==> src/rtl/stt_pkg.sv <==
// ----------------------------------------------------------------------------
// Software timer table package
// Word types, slot record, operation and result codes shared by the block.
// ----------------------------------------------------------------------------
`default_nettype none

package stt_pkg;

  // Default table depth
  localparam int unsigned N_SLOTS_DEF = 16;

  // Configuration port
  localparam int unsigned CFG_ADDR_W = 3;
  localparam int unsigned CFG_DATA_W = 32;
  localparam int unsigned REG_IDX_W  = 1;
  localparam logic [REG_IDX_W-1:0] REG_APP_TASK_ID = 1'b0;

  // Field widths
  localparam int unsigned ACT_W = 5;

  // Operation codes
  localparam logic [2:0] OP_START_ONESHOT = 3'd0;
  localparam logic [2:0] OP_START_RELOAD  = 3'd1;
  localparam logic [2:0] OP_STOP          = 3'd2;
  localparam logic [2:0] OP_QUERY         = 3'd3;
  localparam logic [2:0] OP_TICK          = 3'd4;

  // Result kinds
  localparam logic [1:0] KIND_STATUS = 2'd0;
  localparam logic [1:0] KIND_QUERY  = 2'd1;
  localparam logic [1:0] KIND_EXPIRY = 2'd2;
  localparam logic [1:0] KIND_IDLE   = 2'd3;

  // Status codes
  localparam logic [1:0] STATUS_OK        = 2'd0;
  localparam logic [1:0] STATUS_NO_SLOT   = 2'd1;
  localparam logic [1:0] STATUS_NOT_FOUND = 2'd2;

  typedef struct packed {
    logic [2:0]  op;
    logic [15:0] task_id;
    logic [15:0] evt_bits;
    logic [31:0] timeout_ms;
    logic [31:0] elapsed_ms;
  } in_word_t;

  typedef struct packed {
    logic [1:0]       kind;
    logic [1:0]       status;
    logic [15:0]      fired_task;
    logic [15:0]      fired_event;
    logic             as_message;
    logic [31:0]      remaining_ms;
    logic [ACT_W-1:0] active_count;
    logic [31:0]      clock_ms;
    logic             last;
  } out_word_t;

  // One timer slot as held in the slot RAM
  typedef struct packed {
    logic [15:0] task_id;
    logic [15:0] evt_bits;
    logic [31:0] remaining;
    logic [31:0] period;
  } slot_entry_t;

  // Slot unit verdict for the slot under test
  typedef struct packed {
    logic        match;
    logic        fire;
    logic        as_msg;
    logic        keep;
    logic [31:0] remaining;
  } slot_res_t;

endpackage

`default_nettype wire

==> src/rtl/stt_slot_unit.sv <==
// ----------------------------------------------------------------------------
// Software timer slot unit
// Shared compare-subtract for one slot: key match, saturating count-down,
// reload and one-shot expiry decisions.
// ----------------------------------------------------------------------------
`default_nettype none

module stt_slot_unit import stt_pkg::*; (
  input  slot_entry_t ent_i,
  input  logic [31:0] elapsed_i,
  input  logic [15:0] key_task_i,
  input  logic [15:0] key_event_i,
  input  logic [15:0] app_task_i,
  output slot_res_t   res_o
);

  logic [32:0] diff;
  logic [31:0] dec;
  logic        reload_fire;
  logic [31:0] rem_after;
  logic        drop;
  logic        oneshot_fire;

  // Saturating subtract: borrow means the timer ran out
  assign diff = {1'b0, ent_i.remaining} - {1'b0, elapsed_i};
  assign dec  = diff[32] ? '0 : diff[31:0];

  // Reload timer hits zero and rearms with its period
  assign reload_fire = (dec == '0) && (ent_i.period != '0) && (ent_i.evt_bits != '0);
  assign rem_after   = reload_fire ? ent_i.period : dec;

  // One-shot expiry or stopped timer frees the slot
  assign drop         = (rem_after == '0) || (ent_i.evt_bits == '0);
  assign oneshot_fire = (rem_after == '0) && (ent_i.evt_bits != '0);

  assign res_o.match     = (ent_i.task_id == key_task_i) && (ent_i.evt_bits == key_event_i);
  assign res_o.fire      = reload_fire || oneshot_fire;
  assign res_o.as_msg    = oneshot_fire && (ent_i.task_id == app_task_i);
  assign res_o.keep      = !drop;
  assign res_o.remaining = rem_after;

endmodule

`default_nettype wire

==> src/rtl/software_timer_table_core.sv <==
// ----------------------------------------------------------------------------
// Software timer table core
// A table of N_SLOTS timers keyed by task and event bits, held in a slot
// RAM and walked one slot per cycle by a small sequencer around a single
// compare-subtract unit. Every item scans the whole table: a start, stop,
// query, unused op code or tick without expiry then passes a finish state
// and a response state, where its one word is loaded into the output
// register once that register is empty or being read, and in_ready
// returns. A tick with expiries passes the same finish state, then walks
// the slots again up to the last one that fired to report expiries in slot
// order: slots that did not fire are passed over, and each expiry takes a
// RAM read, then an output load, which waits while the consumer stalls.
// The pace is set by the single RAM read port and the one unit shared by
// all slots. All result words of a tick carry the count and clock after the
// tick. No clearing pass: slot valid bits reset in flip-flops.
// ----------------------------------------------------------------------------
`default_nettype none

module software_timer_table_core import stt_pkg::*; #(
  parameter int unsigned N_SLOTS = N_SLOTS_DEF
) (
  input  logic                  clk,
  input  logic                  rst_n,
  // input words
  input  logic                  in_valid,
  output logic                  in_ready,
  input  in_word_t              in_data,
  // result words
  output logic                  out_valid,
  input  logic                  out_ready,
  output out_word_t             out_data,
  // configuration
  input  logic                  psel,
  input  logic                  penable,
  input  logic                  pwrite,
  input  logic [CFG_ADDR_W-1:0] paddr,
  input  logic [CFG_DATA_W-1:0] pwdata,
  output logic [CFG_DATA_W-1:0] prdata,
  output logic                  pready
);

  localparam int unsigned IDX_W = (N_SLOTS > 1) ? $clog2(N_SLOTS) : 1;
  localparam int unsigned CNT_W = $clog2(N_SLOTS + 1);
  localparam logic [IDX_W-1:0] LAST_IDX = IDX_W'(N_SLOTS - 1);

  typedef enum logic [5:0] {
    S_IDLE    = 6'b000001,
    S_SCAN    = 6'b000010,
    S_FINISH  = 6'b000100,
    S_RESP    = 6'b001000,
    S_EMIT    = 6'b010000,
    S_EMIT_LD = 6'b100000
  } state_t;

  // Control state
  state_t                state_r, state_nxt;
  logic [15:0]           app_task_r, app_task_nxt;
  logic [31:0]           clock_r, clock_nxt;
  logic [CNT_W-1:0]      cnt_r, cnt_nxt;
  logic [N_SLOTS-1:0]    valid_r, valid_nxt;
  logic [N_SLOTS-1:0]    fire_r, fire_nxt;
  logic [N_SLOTS-1:0]    msg_r, msg_nxt;
  logic [CNT_W-1:0]      fire_cnt_r, fire_cnt_nxt;
  logic [CNT_W-1:0]      emit_cnt_r, emit_cnt_nxt;
  logic [IDX_W-1:0]      rd_idx_r, rd_idx_nxt;
  logic                  issue_done_r, issue_done_nxt;
  logic                  ex_vld_r, ex_vld_nxt;
  logic [IDX_W-1:0]      ex_idx_r, ex_idx_nxt;
  logic [IDX_W-1:0]      emit_idx_r, emit_idx_nxt;
  logic                  found_r, found_nxt;
  logic [IDX_W-1:0]      found_idx_r, found_idx_nxt;
  logic                  free_r, free_nxt;
  logic [IDX_W-1:0]      free_idx_r, free_idx_nxt;
  logic                  out_valid_r, out_valid_nxt;

  // Payload state
  in_word_t              item_r, item_nxt;
  slot_entry_t           found_ent_r, found_ent_nxt;
  logic [1:0]            resp_kind_r, resp_kind_nxt;
  logic [1:0]            resp_status_r, resp_status_nxt;
  logic [31:0]           resp_rem_r, resp_rem_nxt;
  out_word_t             out_data_r, out_data_nxt;

  // Slot RAM
  slot_entry_t           slot_mem [N_SLOTS];
  slot_entry_t           slot_rdata_r;
  logic [IDX_W-1:0]      rd_addr;
  logic                  mem_we;
  logic [IDX_W-1:0]      mem_waddr;
  slot_entry_t           mem_wdata;

  slot_res_t             unit_res;
  logic                  accept;
  logic                  out_free;
  logic                  is_tick;
  logic                  is_reload;
  logic                  emit_last;
  logic                  cfg_wr;

  // Shared slot unit
  stt_slot_unit u_slot_unit (
    .ent_i       (slot_rdata_r),
    .elapsed_i   (item_r.elapsed_ms),
    .key_task_i  (item_r.task_id),
    .key_event_i (item_r.evt_bits),
    .app_task_i  (app_task_r),
    .res_o       (unit_res)
  );

  assign accept    = in_valid && in_ready;
  assign out_free  = !out_valid_r || out_ready;
  assign is_tick   = (item_r.op == OP_TICK);
  assign is_reload = (item_r.op == OP_START_RELOAD);
  assign emit_last = (CNT_W'(emit_cnt_r + 1'b1) == fire_cnt_r);

  assign in_ready  = (state_r == S_IDLE);
  assign out_valid = out_valid_r;
  assign out_data  = out_data_r;

  // Configuration port
  assign pready = 1'b1;
  assign cfg_wr = psel && penable && pwrite &&
                  (paddr[CFG_ADDR_W-1:2] == REG_APP_TASK_ID);
  assign prdata = (paddr[CFG_ADDR_W-1:2] == REG_APP_TASK_ID) ?
                  {{(CFG_DATA_W-16){1'b0}}, app_task_r} : '0;
  assign app_task_nxt = cfg_wr ? pwdata[15:0] : app_task_r;

  // RAM read address: scan pointer, or expiry walk pointer
  assign rd_addr = ((state_r == S_EMIT) || (state_r == S_EMIT_LD)) ? emit_idx_r : rd_idx_r;

  // Sequencer
  always_comb begin
    state_nxt       = state_r;
    clock_nxt       = clock_r;
    cnt_nxt         = cnt_r;
    valid_nxt       = valid_r;
    fire_nxt        = fire_r;
    msg_nxt         = msg_r;
    fire_cnt_nxt    = fire_cnt_r;
    emit_cnt_nxt    = emit_cnt_r;
    rd_idx_nxt      = rd_idx_r;
    issue_done_nxt  = issue_done_r;
    ex_vld_nxt      = ex_vld_r;
    ex_idx_nxt      = ex_idx_r;
    emit_idx_nxt    = emit_idx_r;
    found_nxt       = found_r;
    found_idx_nxt   = found_idx_r;
    free_nxt        = free_r;
    free_idx_nxt    = free_idx_r;
    item_nxt        = item_r;
    found_ent_nxt   = found_ent_r;
    resp_kind_nxt   = resp_kind_r;
    resp_status_nxt = resp_status_r;
    resp_rem_nxt    = resp_rem_r;
    out_data_nxt    = out_data_r;
    out_valid_nxt   = out_valid_r;
    mem_we          = 1'b0;
    mem_waddr       = ex_idx_r;
    mem_wdata       = slot_rdata_r;

    if (out_valid_r && out_ready) begin
      out_valid_nxt = 1'b0;
    end

    case (state_r)
      S_IDLE: begin
        if (accept) begin
          item_nxt       = in_data;
          rd_idx_nxt     = '0;
          issue_done_nxt = 1'b0;
          ex_vld_nxt     = 1'b0;
          found_nxt      = 1'b0;
          free_nxt       = 1'b0;
          fire_cnt_nxt   = '0;
          emit_cnt_nxt   = '0;
          emit_idx_nxt   = '0;
          fire_nxt       = '0;
          msg_nxt        = '0;
          if (in_data.op == OP_TICK) begin
            clock_nxt = clock_r + in_data.elapsed_ms;
          end
          state_nxt = S_SCAN;
        end
      end

      S_SCAN: begin
        // read issue, one slot a cycle
        ex_vld_nxt = !issue_done_r;
        ex_idx_nxt = rd_idx_r;
        if (!issue_done_r) begin
          if (rd_idx_r == LAST_IDX) begin
            issue_done_nxt = 1'b1;
          end else begin
            rd_idx_nxt = rd_idx_r + 1'b1;
          end
        end
        // slot under test
        if (ex_vld_r) begin
          if (is_tick) begin
            if (valid_r[ex_idx_r]) begin
              mem_we               = 1'b1;
              mem_wdata.remaining  = unit_res.remaining;
              fire_nxt[ex_idx_r]   = unit_res.fire;
              msg_nxt[ex_idx_r]    = unit_res.as_msg;
              if (unit_res.fire) begin
                fire_cnt_nxt = fire_cnt_r + 1'b1;
              end
              if (!unit_res.keep) begin
                valid_nxt[ex_idx_r] = 1'b0;
                cnt_nxt             = cnt_r - 1'b1;
              end
            end
          end else begin
            if (valid_r[ex_idx_r] && unit_res.match && !found_r) begin
              found_nxt     = 1'b1;
              found_idx_nxt = ex_idx_r;
              found_ent_nxt = slot_rdata_r;
            end
            if (!valid_r[ex_idx_r] && !free_r) begin
              free_nxt     = 1'b1;
              free_idx_nxt = ex_idx_r;
            end
          end
          if (ex_idx_r == LAST_IDX) begin
            state_nxt = S_FINISH;
          end
        end
      end

      S_FINISH: begin
        resp_kind_nxt   = KIND_STATUS;
        resp_status_nxt = STATUS_OK;
        resp_rem_nxt    = '0;
        state_nxt       = S_RESP;
        case (item_r.op)
          OP_START_ONESHOT, OP_START_RELOAD: begin
            if (found_r) begin
              mem_we              = 1'b1;
              mem_waddr           = found_idx_r;
              mem_wdata           = found_ent_r;
              mem_wdata.remaining = item_r.timeout_ms;
              if (is_reload) begin
                mem_wdata.period = item_r.timeout_ms;
              end
            end else if (free_r) begin
              mem_we               = 1'b1;
              mem_waddr            = free_idx_r;
              mem_wdata.task_id    = item_r.task_id;
              mem_wdata.evt_bits   = item_r.evt_bits;
              mem_wdata.remaining  = item_r.timeout_ms;
              mem_wdata.period     = is_reload ? item_r.timeout_ms : '0;
              valid_nxt[free_idx_r] = 1'b1;
              cnt_nxt               = cnt_r + 1'b1;
            end else begin
              resp_status_nxt = STATUS_NO_SLOT;
            end
          end
          OP_STOP: begin
            if (found_r) begin
              mem_we             = 1'b1;
              mem_waddr          = found_idx_r;
              mem_wdata          = found_ent_r;
              mem_wdata.evt_bits = '0;
            end else begin
              resp_status_nxt = STATUS_NOT_FOUND;
            end
          end
          OP_QUERY: begin
            resp_kind_nxt = KIND_QUERY;
            if (found_r) begin
              resp_rem_nxt = found_ent_r.remaining;
            end else begin
              resp_status_nxt = STATUS_NOT_FOUND;
            end
          end
          OP_TICK: begin
            if (fire_cnt_r == '0) begin
              resp_kind_nxt = KIND_IDLE;
            end else begin
              state_nxt = S_EMIT;
            end
          end
          default: begin
            resp_kind_nxt = KIND_STATUS;
          end
        endcase
      end

      S_RESP: begin
        if (out_free) begin
          out_valid_nxt             = 1'b1;
          out_data_nxt              = '0;
          out_data_nxt.kind         = resp_kind_r;
          out_data_nxt.status       = resp_status_r;
          out_data_nxt.remaining_ms = resp_rem_r;
          out_data_nxt.active_count = ACT_W'(cnt_r);
          out_data_nxt.clock_ms     = clock_r;
          out_data_nxt.last         = 1'b1;
          state_nxt                 = S_IDLE;
        end
      end

      S_EMIT: begin
        // skip slots that did not fire
        if (fire_r[emit_idx_r]) begin
          state_nxt = S_EMIT_LD;
        end else begin
          emit_idx_nxt = emit_idx_r + 1'b1;
        end
      end

      S_EMIT_LD: begin
        if (out_free) begin
          out_valid_nxt             = 1'b1;
          out_data_nxt              = '0;
          out_data_nxt.kind         = KIND_EXPIRY;
          out_data_nxt.status       = STATUS_OK;
          out_data_nxt.fired_task   = slot_rdata_r.task_id;
          out_data_nxt.fired_event  = slot_rdata_r.evt_bits;
          out_data_nxt.as_message   = msg_r[emit_idx_r];
          out_data_nxt.active_count = ACT_W'(cnt_r);
          out_data_nxt.clock_ms     = clock_r;
          out_data_nxt.last         = emit_last;
          emit_cnt_nxt              = emit_cnt_r + 1'b1;
          if (emit_last) begin
            state_nxt = S_IDLE;
          end else begin
            emit_idx_nxt = emit_idx_r + 1'b1;
            state_nxt    = S_EMIT;
          end
        end
      end

      default: begin
        state_nxt = S_IDLE;
      end
    endcase
  end

  // Control registers
  always_ff @(posedge clk) begin
    if (!rst_n) begin
      state_r      <= S_IDLE;
      app_task_r   <= '0;
      clock_r      <= '0;
      cnt_r        <= '0;
      valid_r      <= '0;
      fire_r       <= '0;
      msg_r        <= '0;
      fire_cnt_r   <= '0;
      emit_cnt_r   <= '0;
      rd_idx_r     <= '0;
      issue_done_r <= 1'b0;
      ex_vld_r     <= 1'b0;
      ex_idx_r     <= '0;
      emit_idx_r   <= '0;
      found_r      <= 1'b0;
      found_idx_r  <= '0;
      free_r       <= 1'b0;
      free_idx_r   <= '0;
      out_valid_r  <= 1'b0;
    end else begin
      state_r      <= state_nxt;
      app_task_r   <= app_task_nxt;
      clock_r      <= clock_nxt;
      cnt_r        <= cnt_nxt;
      valid_r      <= valid_nxt;
      fire_r       <= fire_nxt;
      msg_r        <= msg_nxt;
      fire_cnt_r   <= fire_cnt_nxt;
      emit_cnt_r   <= emit_cnt_nxt;
      rd_idx_r     <= rd_idx_nxt;
      issue_done_r <= issue_done_nxt;
      ex_vld_r     <= ex_vld_nxt;
      ex_idx_r     <= ex_idx_nxt;
      emit_idx_r   <= emit_idx_nxt;
      found_r      <= found_nxt;
      found_idx_r  <= found_idx_nxt;
      free_r       <= free_nxt;
      free_idx_r   <= free_idx_nxt;
      out_valid_r  <= out_valid_nxt;
    end
  end

  // Payload registers
  always_ff @(posedge clk) begin
    item_r        <= item_nxt;
    found_ent_r   <= found_ent_nxt;
    resp_kind_r   <= resp_kind_nxt;
    resp_status_r <= resp_status_nxt;
    resp_rem_r    <= resp_rem_nxt;
    out_data_r    <= out_data_nxt;
  end

  // Slot RAM: one write, one registered read
  always_ff @(posedge clk) begin
    if (mem_we) begin
      slot_mem[mem_waddr] <= mem_wdata;
    end
    slot_rdata_r <= slot_mem[rd_addr];
  end

endmodule

`default_nettype wire

==> config.mk <==
export PLATFORM = sky130hd
export DESIGN_NAME = software_timer_table_core
export DESIGN_NICKNAME = d
export VERILOG_FILES = /design/src/rtl/stt_pkg.sv /design/src/rtl/stt_slot_unit.sv /design/src/rtl/software_timer_table_core.sv
export SDC_FILE = /design/constraint.sdc
export NUM_CORES = 2
export LEC_CHECK = 0
export ABC_AREA = 1
export ABC_CLOCK_PERIOD_IN_PS = 12950
export BUFFER_PORTS_ARGS = -buffer_cell sky130_fd_sc_hd__clkbuf_2
export CAP_MARGIN = 40
export CORE_ASPECT_RATIO = 1.2
export CORE_MARGIN = 2
export CORE_UTILIZATION = 40
export CTS_CLUSTER_DIAMETER = 100
export DETAILED_ROUTE_END_ITERATION = 8
export PLACE_DENSITY = 0.61
export SYNTH_ARGS = -nofsm -noshare
export SYNTH_HDL_FRONTEND = slang
export SYNTH_SLANG_ARGS = --single-unit
==> constraint.sdc <==
create_clock -name clk -period 12.95 [get_ports clk]
set_clock_uncertainty 0.05 [all_clocks]
set_input_delay 3.885 -clock clk [delete_from_list [all_inputs] [get_ports clk]]
set_output_delay 3.885 -clock clk [all_outputs]
set_load 0.1 [all_outputs]
==> impl_metrics.toml <==
[status]
status = "completed"

[sta]
tightest_slew_ns = 1.05
rsz0062_at_grt = "false"
finalCritPeriodShare_pct = 67.2
setup_viol = 0
slew_viol_final = 0
slew_headroom_pct = 30.0
max_freq_mhz = 115
period_minus_slack_ns = 8.70
hold_viol_final = 0
fin_setup_tns_ns = 0

[worst_setup_path]
path_class = "in -> out"
slowest_stage = "clkbuf_2"
path_cells = "clkbuf_2, nor2_1, clkbuf_2"
cp-end-kind = "primary output"
cpMostUsedCell = "clkbuf_2"
r2r_start = "slot_rdata_r[42]"
critical_path.max_fanout = 17
startpoint = "paddr[2]"
arrival_ns = 4.76
cp_slowest_stage_delay_ns = 0.47
startpoint_type = "input pin"
worst_ep_required_time_ns = 9.01

[route]
routedWlPerCell_um = 22.8
drtAntennaViolNets = 0
drc = 0
drt_iter0_drc = 7255
wl_mm = 256
via_per_inst = 5.53
vias = 62139
drtPass1Iterations = 6

[place]
port-buffer-count = 247
hpwl_mm = 150
routabilityCongestion = 0.975
placed_area_um2 = 93800

[floorplanning]
fp.dieArea_um2 = 225000
start_util_pct = 40.1
die_w_um = 433
rows = 189
coreArea_um2 = 220000
dieHeight_um = 519
num_io_pins = 283

[yosys]
synth.ff_latch_count = 2112
yosysWarnings = 0
yosys-mux-area-fraction_pct = 0
synth_fa_ha_area_share_pct = 1.09
synthSimpleGateAreaFrac_pct = 12.4
synthArstFlopShare_pct = 0
synth_compound_area_share_pct = 12.2
synthDistinctLibCells = 58
ys.flop_type = "edfxtp_1"
synth-xor-area-share_pct = 0.594
yosysSeqAreaShare_pct = 69.0
netlist_area_um2 = 88500
synth_top_family_by_area = "simple AND/OR/NAND/NOR gates"
synth_edf_count = 1874
synth_cells = 7900
syn_area_per_cell_um2 = 11.2

[flow_run]
maxCapViolCount = 0

[pwr]
p_per_area_nw_per_um2 = 174
leakage_nw = 35.1
ir_drop_mv = 0.144

[min_path]
hold_path.class = "reg -> reg"
hp-start = "clock_r[7]"

[clock_network]
post_cts_resize_count = 0
cts_root_buf = "clkbuf_16"
cts_post_setup_buffers_inserted = 0
ctsHoldBuffers = 0
h-tree-depth = 4
tritoncts = "done"
cts_max_path_buffers = 4
insertion_delay_ns = 0.85
cts.sinks = 2112
path_clk_slew_ns = 0.06
cts_buffers = 203

[finish]
layout_common_cells = "1874 x edfxtp_1, 1583 x nor2_1, 1071 x o21ai_0"
layout-drive-gt1-share_pct = 9.88
fin_nets = 8327
syn_to_final_growth_pct = 13.3
fin_area_um2 = 100000
final_common_cell = "edfxtp_1"

[global_route]
grt_max_degree = 194
grt.overflow.total = 0
grt_antenna_before_repair = 6
first_global_vias = 58557
grt_pass1_wl_mm = 377
grt_usage_pct = 22.0
## logic make-up (layout without fill, tap and decap cells)
| logic type | after synthesis | in the layout |
|---|---|---|
| other | 2 | 18 |
| buffers and inverters | 1072 | 1426 |
| xor gates and xnor gates | 60 | 60 |
| adders and majority gates | 75 | 75 |
| AOI/OAI and AO/OA | 1843 | 1843 |
| and+or+nand+nor | 2736 | 2736 |
| DFF | 2112 | 2112 |
## stage by stage
step	cells	util (%)	power [mW]	hold WS, ns	setup WS (ns)
final	11230	45.5	17.5	0.392	4.25
after global routing	11230	45.5	18.2	0.401	4.21
after CTS	11229	45.5	17.5	0.380	4.25
after detailed placement	10866	42.6	11.7	0.399	4.25
after global placement	10814	42.3	11.6	0.395	4.28
after floorplan	7915	-	10.4	0.358	2.23
## cell usage after synthesis (all sizes together), types with 3 or more instances
library cell / number / share of area, %
xnor2: 33 / 0.33
clkbuf: 394 / 1.7
o32ai: 87 / 0.86
o221ai: 126 / 1.2
or2: 10 / 0.071
nor2: 1607 / 6.8
nand2: 739 / 3.2
nand4: 55 / 0.39
buf: 63 / 0.43
a21oi: 207 / 1.2
nor3: 147 / 0.83
a21boi: 3 / 0.030
o211ai: 167 / 1.4
nor4b: 3 / 0.030
o22ai: 84 / 0.59
a32oi: 16 / 0.16
inv: 603 / 2.6
o21ai: 1100 / 6.2
o21bai: 4 / 0.034
a211oi: 20 / 0.17
edfxtp: 1874 / 64
ha: 72 / 1.0
fa: 3 / 0.068
dfxtp: 238 / 5.4
nand3b: 6 / 0.051
nand3: 145 / 0.83
clkinv: 12 / 0.051
a32o: 6 / 0.068
xor2: 27 / 0.27
a31oi: 8 / 0.057
nor4: 20 / 0.15
## worst max-delay path, delay by kind of cell
family / cells / cell delay [ns]
buffers and inverters: 2 / 0.69
AND/OR/NAND/NOR: 1 / 0.18
## routing by layer
layer / wire length (um) / global-route usage (%) / vias to the layer above / share of wire, %
li1: - / - / 28381 / -
met1: 106000 / 30.6 / 30565 / 42
met2: 120000 / 35.7 / 2752 / 47
met3: 21000 / 2.85 / 441 / 8.2
met4: 8830 / 7.53 / 0 / 3.4
met5: 0 / 0 / - / 0
## path summary, 6_finish.rpt
check                                endpoint  slack [ns]  cells after the start
worst max-delay path               prdata[11]        4.25                      3
worst min-delay path              out_data[8]        0.39                      0
worst min register to register    out_data[8]        0.39                      0
worst max register to register  fire_cnt_r[3]        6.61                     26
## area by class of cell
type	instances	area [um^2]
flip-flops and latches	2112	61000
clock inverters	82	779
clock buffers	281	5670
inverters	615	2330
well taps	2960	3700
repair buffers	448	3180
fillers	19994	120000
multi-input cells	4731	23500
diodes	1	2.50
## power by group
group / leakage [nW] / internal [mW] / switching (mW)
registers: 18.9 / 7.95 / 0.307
logic: 13.0 / 0.912 / 2.46
clock network: 3.14 / 3.33 / 2.51
total: 35.1 / 12.2 / 5.28
## sequential cells by signal, summed over array words and instances, names as in the netlist, 5 cells and up
| register | cells |
|---|---|
| app_task_r | 16 |
| emit_cnt_r | 5 |
| cnt_r | 5 |
| slot_rdata_r | 96 |
| found_ent_r | 96 |
| clock_r | 32 |
| valid_r | 16 |
| item_r | 99 |
| state_r | 6 |
| out_data | 107 |
| msg_r | 16 |
| fire_cnt_r | 5 |
| fire_r | 16 |
| resp_rem_r | 32 |
| slot_mem | 1536 |
(Power assumes the default switching activity.)
